### src/design/sparse_disk_table_cache_lfu_assert.svh
// assertion macros for the sparse disk table cache
// no dependencies; included by the modules that carry assertions
`ifndef SPARSE_DISK_TABLE_CACHE_LFU_ASSERT_SVH
`define SPARSE_DISK_TABLE_CACHE_LFU_ASSERT_SVH

// same-cycle implication
`define SDTC_ASSERT_IMP(name, clk_s, rstn_s, ante, cons, msg) \
    name: assert property (@(posedge clk_s) disable iff (!rstn_s) (ante) |-> (cons)) \
        else $error(msg);

// next-cycle implication
`define SDTC_ASSERT_NEXT(name, clk_s, rstn_s, ante, cons, msg) \
    name: assert property (@(posedge clk_s) disable iff (!rstn_s) (ante) |=> (cons)) \
        else $error(msg);

`endif

### src/design/sdtc_pkg.sv
// types and constants shared by the sparse disk table cache
// no dependencies
`default_nettype none

package sdtc_pkg;

    localparam int PADDR_W     = 4;
    localparam int ADDR_MAX_W  = 16;
    localparam int QUEUE_DEPTH = 4;
    localparam int QPTR_W      = 2;
    localparam int QCNT_W      = 3;

    localparam logic [31:0] COUNT_TOP = 32'hffff_ffff;

    localparam logic REQ_LOOKUP = 1'b0;
    localparam logic REQ_LOAD   = 1'b1;

    localparam logic [1:0] ST_UNMAPPED = 2'd0;
    localparam logic [1:0] ST_HIT      = 2'd1;
    localparam logic [1:0] ST_MISS     = 2'd2;
    localparam logic [1:0] ST_LOAD     = 2'd3;

    localparam logic [1:0] REG_DIR_ENTRIES   = 2'd0;
    localparam logic [1:0] REG_CLUSTER_SHIFT = 2'd1;
    localparam logic [1:0] REG_TABLE_SHIFT   = 2'd2;

    localparam logic [12:0] DIR_ENTRIES_RST   = 13'd0;
    localparam logic [4:0]  CLUSTER_SHIFT_RST = 5'd7;
    localparam logic [3:0]  TABLE_SHIFT_RST   = 4'd9;

    typedef struct packed {
        logic        req_type;
        logic [31:0] sector;
        logic [11:0] load_index;
        logic [31:0] load_value;
    } req_t;

    typedef struct packed {
        logic [1:0]  status;
        logic [3:0]  way;
        logic [31:0] table_sector;
        logic [11:0] entry_index;
        logic [11:0] dir_index;
    } res_t;

    typedef struct packed {
        logic [12:0] dir_entries;
        logic [4:0]  cluster_shift;
        logic [3:0]  table_shift;
    } cfg_t;

    typedef enum logic [1:0] {
        JOB_LOAD,
        JOB_UNMAPPED,
        JOB_LOOKUP
    } kind_t;

    typedef struct packed {
        kind_t                 kind;
        logic                  load_wr;
        logic [ADDR_MAX_W-1:0] addr;
        logic [31:0]           data;
        logic [11:0]           entry_index;
        logic [11:0]           dir_index;
    } job_t;

    typedef enum logic [2:0] {
        B_IDLE,
        B_MATCH,
        B_HIT,
        B_SCAN,
        B_FILL,
        B_DONE
    } back_state_t;

endpackage

`default_nettype wire

### src/design/sdtc_queue.sv
// short request queue between front and back end
// depends on sdtc_pkg
`default_nettype none

module sdtc_queue (
    input  wire logic           clk,
    input  wire logic           rst_n,
    input  wire logic           push,
    input  wire sdtc_pkg::job_t wdata,
    input  wire logic           pop,
    output sdtc_pkg::job_t      head,
    output logic                full,
    output logic                empty
);

    sdtc_pkg::job_t                    slot_reg [sdtc_pkg::QUEUE_DEPTH];
    logic [sdtc_pkg::QPTR_W-1:0]       wr_ptr_reg;
    logic [sdtc_pkg::QPTR_W-1:0]       rd_ptr_reg;
    logic [sdtc_pkg::QCNT_W-1:0]       count_reg;
    logic [sdtc_pkg::QPTR_W-1:0]       wr_ptr_next;
    logic [sdtc_pkg::QPTR_W-1:0]       rd_ptr_next;
    logic [sdtc_pkg::QCNT_W-1:0]       count_next;

    always_comb
    begin
        wr_ptr_next = push ? wr_ptr_reg + 1'b1 : wr_ptr_reg;
        rd_ptr_next = pop ? rd_ptr_reg + 1'b1 : rd_ptr_reg;
        count_next  = count_reg;
        if (push && !pop)
        begin
            count_next = count_reg + 1'b1;
        end
        else if (pop && !push)
        begin
            count_next = count_reg - 1'b1;
        end
    end

    always_ff @(posedge clk or negedge rst_n)
    begin
        if (!rst_n)
        begin
            wr_ptr_reg <= '0;
            rd_ptr_reg <= '0;
            count_reg  <= '0;
        end
        else
        begin
            wr_ptr_reg <= wr_ptr_next;
            rd_ptr_reg <= rd_ptr_next;
            count_reg  <= count_next;
        end
    end

    always_ff @(posedge clk)
    begin
        if (push)
        begin
            slot_reg[wr_ptr_reg] <= wdata;
        end
    end

    assign head  = slot_reg[rd_ptr_reg];
    assign full  = (count_reg == sdtc_pkg::QCNT_W'(sdtc_pkg::QUEUE_DEPTH));
    assign empty = (count_reg == '0);

endmodule

`default_nettype wire

### config.mk
export PLATFORM = sky130hd
export DESIGN_NAME = sdtc_queue
export DESIGN_NICKNAME = d
export VERILOG_FILES = /design/src/design/sparse_disk_table_cache_lfu_assert.svh /design/src/design/sdtc_pkg.sv /design/src/design/sdtc_queue.sv
export SDC_FILE = /design/constraint.sdc
export NUM_CORES = 1
export LEC_CHECK = 0
export BUFFER_PORTS_ARGS = -buffer_cell sky130_fd_sc_hd__buf_2
export CAP_MARGIN = 30
export CORE_ASPECT_RATIO = 1.4
export CORE_UTILIZATION = 55
export CTS_CLUSTER_DIAMETER = 100
export DETAILED_ROUTE_END_ITERATION = 10
export MAX_ROUTING_LAYER = met4
export PLACE_DENSITY = 0.83
export REMOVE_ABC_BUFFERS = 1
export SYNTH_ARGS = -nofsm -noshare
export SYNTH_HDL_FRONTEND = slang
export SYNTH_SLANG_ARGS = --single-unit
### constraint.sdc
create_clock -name clk -period 3.3 [get_ports clk]
set_input_delay 0.66 -clock clk [delete_from_list [all_inputs] [get_ports clk]]
set_output_delay 0.66 -clock clk [all_outputs]
set_load 0.005 [all_outputs]
==> qor.csv <==
metric,value,unit
status,"complete, no violations",
htreeDepth,1,
ant_nets,0,
final_cell_mix,"edfxtp_1, buf_2, mux4_2",
synth_seq_cells,307,
cts.clk_slew.worst_paths,0.06,ns
clock.fmax,354,MHz
gp_congestion,0.730,
area_delta_synth_final,18.4,%
reg2reg_setup_slack,1.33,ns
grt_max_degree,48,
wl,20800,um
slew_headroom,0.490,
rsz0062_at_grt,false,
gr-usage-all-layers,0.211,
setup_viol,0,
placed_area,0.0123,mm2
die-area,0.0210,mm2
fin_tns_setup,0,ns
hpwl,12600,um
io_pins,156,
clock_latency,0.52,ns
crit_chain,buf_12 > mux4_2 > buf_2,
antenna_found_initial,6,
leakagePower,4.59,nW
period_minus_slack,2.82,ns
synth_area,0.0112,mm2
min_delay_path_depth,2,
tightest_slew,0.765,ns
largest_reg_flops,300,
max_stage_delay,0.73,ns
holdPathEnd,rd_ptr_reg[0],
layout_commonest_cell,edfxtp_1,
cts_tree,done,
die_h,171,um
critPathTopFamily,flip-flops,
die_x,123,um
hold_viol_final,0,
hold_path_class,input port to flop,
grt_pass1_wl,31300,um
cts_resized,0,
endpoint_kind,primary output,
whs,0.352,ns
worstSetupStartpointType,flop,
nets,690,
cts_setup_buffers,0,
ys_seq_area_frac,0.817,
overflow,0,
path_class,flop to primary output,
r2r-end,slot_reg[0][35],
drive_gt1_frac,0.465,
yosys_warnings,0,
cts_buffers,27,
ir_drop,0.640,mV
wl_per_cell,23.6,um
root_buffer,clkbuf_16,
period_share,0.855,
firstDrtPassIters,4,
cts.path.max_buffers,3,
stdcell_count,881,
viasPerCell,5.70,
n_fill_cell,1214,
core,0.0199,mm2
remaining_drc_errors,0,
drtIter0Drc,314,
synthCells,426,
cts_num_sinks,307,
cp_slowest_cell,dfrtp_4,
dp_cells,827,
min_from,pop,
crit_fanout,47,
synth_area_per_cell,26.4,um2
maxCapViolCount,0,
via_count,5022,
p_per_area,886,mW/mm2
reg2reg_depth,4,
slew_viol_final,0,
ys_types,20,
finalClockSkew,0.00553,ns
rows,61,
cp.required,2.64,ns
worstReg2RegStart,wr_ptr_reg[0],
io_buffers,155,
cp_data_arrival_time,2.16,ns
final_area,0.0133,mm2
grt_pass1_vias,5499,
crit_buf_inv,2,
start_util,0.565,
power breakdown:
part           total, W  leakage [nW]  internal, W  switching [W]
clock           0.00334         0.463      0.00203        0.00130
sequential      0.00539          2.84      0.00511       0.000280
combinational   0.00307          1.29      0.00156        0.00151
total            0.0118          4.59      0.00870        0.00309
worst register-to-register path, cell delays in order (launching register included):
cell	delay, ns
dfrtp_1	0.42
inv_1	0.10
ha_1	0.15
and2_4	0.63
buf_12	0.35
synth_stat cells:
library cell,instances,area (um2)
edfxtp_1,300,9010
mux4_2,75,1690
dfrtp_1,7,175
buf_2,5,25.0
ha_1,5,62.6
and2_1,4,25.0
buf_12,4,80.1
buf_4,4,30.0
inv_1,4,15.0
xor2_1,4,35.0
buf_1,3,11.3
nand2_1,2,7.51
xnor2_1,2,17.5
buf_6,1,11.3
fa_1,1,20.0
mux2_2,1,11.3
nor2_1,1,3.75
nor3_1,1,5.00
nor3b_1,1,7.51
o21ai_0,1,5.00
how the worst max path moves through the flow:
stage | from | endpoint | slack, ns | cells past startpoint
2_1_floorplan | rd_ptr_reg[0] | head[0] | -1.03 | 1
3_3_place_gp | rd_ptr_reg[1] | head[70] | 1.02 | 3
3_5_place_dp | rd_ptr_reg[1] | head[70] | 1.01 | 3
4_1_cts | rd_ptr_reg[1] | head[45] | 0.45 | 3
5_1_grt | rd_ptr_reg[1] | head[45] | 0.41 | 3
6_report | rd_ptr_reg[1] | head[70] | 0.48 | 3
metal layers:
metal	track usage	share of wire	vias up	wire length, um
met5	-	0	-	0
met4	0.0827	0.024	0	500
met3	0.0325	0.047	33	986
met2	0.370	0.57	139	11800
met1	0.242	0.36	2658	7510
li1	-	-	2192	-
layout make-up:
type                            count  area, um2  area share
Antenna cell                        6       15.0     0.00113
Clock buffer                       28        679      0.0510
Clock inverter                     19        270      0.0203
Inverter                            4       15.0     0.00113
Multi-Input combinational cell     98       1900       0.143
Sequential cell                   307       9190       0.690
Tap cell                          252        315      0.0237
Timing Repair Buffer              167        931      0.0699
through the flow:
stage / util / setup WS (ns) / total power, W
floorplan: - / -1.03 / 0.00734
global placement: 0.620 / 1.02 / 0.00846
detailed placement: 0.620 / 1.01 / 0.00860
CTS: 0.668 / 0.450 / 0.0120
global route: 0.668 / 0.409 / 0.0123
finish: 0.668 / 0.478 / 0.0118
kinds of logic after synthesis:
logic type,share of synthesized area
DFF,0.817
and+or+nand+nor,0.00434
AOI/OAI and AO/OA,0.000445
adders and majority gates,0.00734
xor gates and xnor gates,0.00467
muxes,0.151
buffers and inverters,0.0154
repair_timing:
item                       CTS  global route
hold endpoints to repair     7             0
hold buffers                 1             0
setup endpoints to repair    0             0
Note: power is estimated with default switching activity, not from simulation.
