File: src/design/sparse_disk_table_cache_lfu_assert.svh
// assertion macros for the sparse disk table cache
// no dependencies; included by the modules that carry assertions
`ifndef SPARSE_DISK_TABLE_CACHE_LFU_ASSERT_SVH
`define SPARSE_DISK_TABLE_CACHE_LFU_ASSERT_SVH

// same-cycle implication
`define SDTC_ASSERT_IMP(name, clk_s, rstn_s, ante, cons, msg) \
    name: assert property (@(posedge clk_s) disable iff (!rstn_s) (ante) |-> (cons)) \
        else $error(msg);

// next-cycle implication
`define SDTC_ASSERT_NEXT(name, clk_s, rstn_s, ante, cons, msg) \
    name: assert property (@(posedge clk_s) disable iff (!rstn_s) (ante) |=> (cons)) \
        else $error(msg);

`endif

File: src/design/sdtc_pkg.sv
// types and constants shared by the sparse disk table cache
// no dependencies
`default_nettype none

package sdtc_pkg;

    localparam int PADDR_W     = 4;
    localparam int ADDR_MAX_W  = 16;
    localparam int QUEUE_DEPTH = 4;
    localparam int QPTR_W      = 2;
    localparam int QCNT_W      = 3;

    localparam logic [31:0] COUNT_TOP = 32'hffff_ffff;

    localparam logic REQ_LOOKUP = 1'b0;
    localparam logic REQ_LOAD   = 1'b1;

    localparam logic [1:0] ST_UNMAPPED = 2'd0;
    localparam logic [1:0] ST_HIT      = 2'd1;
    localparam logic [1:0] ST_MISS     = 2'd2;
    localparam logic [1:0] ST_LOAD     = 2'd3;

    localparam logic [1:0] REG_DIR_ENTRIES   = 2'd0;
    localparam logic [1:0] REG_CLUSTER_SHIFT = 2'd1;
    localparam logic [1:0] REG_TABLE_SHIFT   = 2'd2;

    localparam logic [12:0] DIR_ENTRIES_RST   = 13'd0;
    localparam logic [4:0]  CLUSTER_SHIFT_RST = 5'd7;
    localparam logic [3:0]  TABLE_SHIFT_RST   = 4'd9;

    typedef struct packed {
        logic        req_type;
        logic [31:0] sector;
        logic [11:0] load_index;
        logic [31:0] load_value;
    } req_t;

    typedef struct packed {
        logic [1:0]  status;
        logic [3:0]  way;
        logic [31:0] table_sector;
        logic [11:0] entry_index;
        logic [11:0] dir_index;
    } res_t;

    typedef struct packed {
        logic [12:0] dir_entries;
        logic [4:0]  cluster_shift;
        logic [3:0]  table_shift;
    } cfg_t;

    typedef enum logic [1:0] {
        JOB_LOAD,
        JOB_UNMAPPED,
        JOB_LOOKUP
    } kind_t;

    typedef struct packed {
        kind_t                 kind;
        logic                  load_wr;
        logic [ADDR_MAX_W-1:0] addr;
        logic [31:0]           data;
        logic [11:0]           entry_index;
        logic [11:0]           dir_index;
    } job_t;

    typedef enum logic [2:0] {
        B_IDLE,
        B_MATCH,
        B_HIT,
        B_SCAN,
        B_FILL,
        B_DONE
    } back_state_t;

endpackage

`default_nettype wire

File: src/design/sdtc_front.sv
// front end: accepts requests, splits the sector and classifies each request
// depends on sdtc_pkg
`default_nettype none

module sdtc_front #(
    parameter int DIR_DEPTH = 4096
) (
    input  wire logic           item_valid,
    input  wire sdtc_pkg::req_t item,
    input  wire sdtc_pkg::cfg_t cfg,
    input  wire logic           q_full,
    output logic                item_stall,
    output logic                push,
    output sdtc_pkg::job_t      job
);

    localparam logic [31:0] DEPTH32 = 32'(DIR_DEPTH);

    logic [5:0]  shift_sum;
    logic [31:0] didx;
    logic [31:0] eshift;
    logic [15:0] emask;
    logic [11:0] eidx;
    logic        in_range;
    logic        load_ok;

    always_comb
    begin
        shift_sum = {1'b0, cfg.cluster_shift} + {2'b00, cfg.table_shift};
        didx      = item.sector >> shift_sum;
        eshift    = item.sector >> cfg.cluster_shift;
        emask     = ~(16'hffff << cfg.table_shift);
        eidx      = eshift[11:0] & emask[11:0];
        in_range  = (didx < {19'd0, cfg.dir_entries}) && (didx < DEPTH32);
        load_ok   = ({20'd0, item.load_index} < DEPTH32);

        if (item.req_type == sdtc_pkg::REQ_LOAD)
        begin
            job.kind        = sdtc_pkg::JOB_LOAD;
            job.load_wr     = load_ok;
            job.addr        = sdtc_pkg::ADDR_MAX_W'(item.load_index);
            job.data        = item.load_value;
            job.entry_index = 12'd0;
            job.dir_index   = item.load_index;
        end
        else
        begin
            job.kind        = in_range ? sdtc_pkg::JOB_LOOKUP : sdtc_pkg::JOB_UNMAPPED;
            job.load_wr     = 1'b0;
            job.addr        = didx[sdtc_pkg::ADDR_MAX_W-1:0];
            job.data        = 32'd0;
            job.entry_index = eidx;
            job.dir_index   = didx[11:0];
        end
    end

    assign item_stall = q_full;
    assign push       = item_valid && !q_full;

endmodule

`default_nettype wire

File: config.mk
export PLATFORM = sky130hd
export DESIGN_NAME = sdtc_front
export DESIGN_NICKNAME = d
export VERILOG_FILES = /design/src/design/sparse_disk_table_cache_lfu_assert.svh /design/src/design/sdtc_pkg.sv /design/src/design/sdtc_front.sv
export SDC_FILE = /design/constraint.sdc
export NUM_CORES = 1
export LEC_CHECK = 0
export ABC_AREA = 1
export BUFFER_PORTS_ARGS = -buffer_cell sky130_fd_sc_hd__buf_4
export CAP_MARGIN = 20
export CORE_MARGIN = 2
export CORE_UTILIZATION = 25
export DETAILED_ROUTE_END_ITERATION = 10
export PLACE_DENSITY = 0.46
export SYNTH_ARGS = -nofsm -noshare
export SYNTH_HDL_FRONTEND = slang
export SYNTH_SLANG_ARGS = --single-unit
File: constraint.sdc
create_clock -name vclk -period 9.55
set_input_delay 0.955 -clock vclk [all_inputs]
set_output_delay 0.955 -clock vclk [all_outputs]
set_load 0.05 [all_outputs]
==> results by stage <==
Status:
- The run finished with clean final reports.

Min path:
- Along the worst hold path, the cell count comes to 2.
- The path class of the tightest hold or removal check is in -> out.
- In this run the most critical hold path is launched from q_full.
- The worst hold path terminates at item_stall.

Global route:
- The number of global-route vias before repair is around 4.9k.
- For this run, the total global-route usage over all layers was measured as 0.173.
- The global-route congestion overflow total is 0.
- The initial antenna violation count is 0.
- Entering global routing, the biggest net connects slightly below 60 pins.
- The global-route wire length before repair is around 24000 um.

Synthesis:
- The area share of and/or/nand/nor cells after synthesis is 0.457.
- The average size of a mapped cell is between 4 and 5 um^2.
- The main combinational cell family by area after synthesis is simple AND/OR/NAND/NOR gates.
- After technology mapping, the gate count stands at around 830.
- The proportion of synthesized chip area in sequential cells is 0.
- The complex-gate fraction of the synthesized area is 0.274.
- The share of synthesized cell area in full adder, half adder and majority cells is 0.0546.
- The number of nets in the synthesized netlist is between 900 and 1k.
- For this run, the number of Yosys warnings is 0.
- The netlist uses between 40 and 50 different library cells.
- The xor and xnor area share after synthesis is 0.
- The multiplexer share of the synthesized area is 0.0347.
- Summing every instance area after synthesis gives 4040 um^2.

Setup path:
- On the worst path, the slowest cell contributes a delay of about 0.5 ns.
- The signal on the critical path passes through buf_4 -> ha_1 -> fa_1 -> nand2_1 -> inv_2 -> nor2_4 -> inv_2 -> nand2_1 -> o21ai_1 -> nand2_1 -> a21oi_1 -> a211oi_1 -> ha_1 -> a21oi_1 -> nor2_1 -> a211oi_1 -> nor3_1 -> nor2_2 -> nand2_1 -> nor2_1 -> buf_4.
- For the worst setup path, the data arrival time is a little under 5 ns.
- The highest net fanout along the worst path is 37.
- For this design, the slowest cell found on the critical path is nor2_4.
- The worst setup path is captured at a primary output.
- Counting both buffers and inverters, the worst setup path holds a total of 4.
- The most numerous cell type found on the critical path is nand2_1.
- The worst setup path is of the in -> out kind.
- The endpoint required time on the critical path is between 8 and 9 ns.
- The kind of cell adding the most delay to the critical path is simple AND/OR/NAND/NOR gates.
- The worst setup path is launched from an input port.

Drt:
- The count of antenna-violating nets left after detailed routing is 0.
- The DRC violation count after routing is 0.
- The mean number of vias per cell is 4.81.
- Before antenna repair, the detailed router went through 5 iterations.
- The final route contains around 5.6k vias.
- After detailed routing, the average wire length per cell comes to between 10 and 15 um.
- The number of DRC markers after the initial detailed-route iteration is ~420.
- The wire length reported by the detailed router is ~16000 um.

Layout:
- The final layout contains a sequential cell count of 0.
- The area of the multi-input gates is 3310 um^2.
- In the final layout, the share of cells above drive strength 1 is 0.216.
- Leaving out fill and tap cells, the most frequent cells in the layout are nand2_1, buf_4, inv_1, o21ai_0, nand3_1.
- The sequential cell area in the final layout is 0 um^2.
- The number of antenna repair diodes is 0.
- The layout-stage area growth over the synthesis result is 30.8%.
- The final layout net count is approximately 1.1k.
- With fillers left out, the area of the finished cells amounts to ~5300 um^2.
- The library cell used most frequently in the layout, excluding fill and tap cells, is nand2_1.
- The number of clock buffers in the layout is 0.
- The number of fill cells in the layout is 1867.

Job:
- Max-cap violations in this run came to 0.

Floorplanning:
- In this run the standard cell core region covers around 16000 um^2.
- The chip height is ~130 um.
- The starting utilization of the core area is 0.255.
- The horizontal die dimension is 131 um.
- The row count is 46.
- Pin placement for this block handled about 180 I/O pins.
- The floorplan step defined a die boundary enclosing 17200 um^2.

CTS:
- Gates resized during post-CTS repair numbered 0.
- Buffers added to address setup during post-CTS repair amount to 0.
- The number of hold buffers added after CTS was 0.

STA:
- Subtracting the final worst setup slack from the clock period gives around 5.8 ns.
- The fmax is around 170 MHz.
- Across all hold checks on the routed design, the worst slack comes to roughly 2.2 ns.
- The total count of max-transition violations in the final report is 0.
- Headroom to the max-slew limit came out at 0.368.
- Setup violations remaining at the end of the flow were counted as 0.
- After routing, the total negative slack on setup checks comes to 0 ns.
- The actual transition at the worst max-transition pin is between 0.9 and 1 ns.
- Setup repair after global routing left no endpoint under its margin.
- The final worst-path cycle share is 0.610.
- The final hold violation count is 0.
- In the post-route analysis, the smallest setup slack over all paths is 3.72 ns.

Power and ir drop:
- The completed layout was analyzed and its total power is roughly 0.55 mW.
- VDD sags by at most around 0.053 mV.
- The leakage power figure is ~3.0 nW.
- The power density of the placed cells is between 100 and 150 nW/um^2.

Placed design:
- After detailed placement, the total cell area comes to between 5000 and 6000 um^2.
- The wire-length estimate of the detail-placed layout is roughly 13000 um.
- At the placement stage, the worst setup path has a slack of between 3 and 4 ns.
- The final weighted congestion in routability-driven placement is between 0.9 and 1.
- Input and output buffers added on the ports amount to 178.
cells in the mapped netlist, types with 2 or more instances:
library cell    n  area [um^2]
nand2_1       326         1220
inv_1          82          308
o21ai_0        81          405
nand3_1        72          360
nor2_1         46          173
a21oi_1        26          130
o21ai_1        25          125
buf_4          22          165
clkbuf_1       18         67.6
buf_2          17         85.1
ha_1           16          200
mux2i_1        14          140
o211ai_1       11         82.6
a211oi_1        8         60.1
inv_2           8         30.0
buf_1           7         26.3
nor3_1          6         30.0
o22ai_1         6         37.5
a221oi_1        5         43.8
a221oi_2        5         75.1
a31oi_1         5         31.3
o21ai_2         4         35.0
buf_6           3         33.8
o21a_1          2         15.0
power by group:
group / internal, mW / total (mW) / switching (mW) / leakage [nW]
logic: 0.177 / 0.555 / 0.377 / 3.00
registers: 0 / 0 / 0 / 0
clock network: 0 / 0 / 0 / 0
worst max path at each step:
stage | to | cells after the start | startpoint
after global placement | job[74] | 21 | cfg[4]
after floorplan | job[18] | 11 | cfg[4]
after detailed placement | job[74] | 21 | cfg[4]
after global routing | job[74] | 21 | cfg[4]
after CTS | job[74] | 21 | cfg[4]
final | job[74] | 21 | cfg[4]
logic make-up (layout without fill, tap and decap cells):
group,after synthesis,in the layout
simple gates,457,457
compound gates,185,185
buf+inv,159,272
fa+ha+maj,17,17
mux,14,14
layer usage:
layer / routed length (um) / GRT usage / vias up
met5: 0 / 0 / -
met4: 112 / 0.0106 / 0
met3: 1140 / 0.0219 / 8
met2: 7500 / 0.298 / 207
met1: 7070 / 0.241 / 2423
li1: - / - / 2942
area by class of cell:
type / instances / share of cell area
Multi-Input combinational cell: 673 / 0.627
Timing Repair Buffer: 180 / 0.256
Inverter: 92 / 0.0659
Tap cell: 216 / 0.0512
stage by stage:
step / utilization / instances
finish: 0.334 / 1161
global route: 0.334 / 1161
CTS: 0.334 / 1161
detailed placement: 0.334 / 1161
global placement: 0.334 / 1161
floorplan: - / 832
Power figures use the tool's default switching activity.
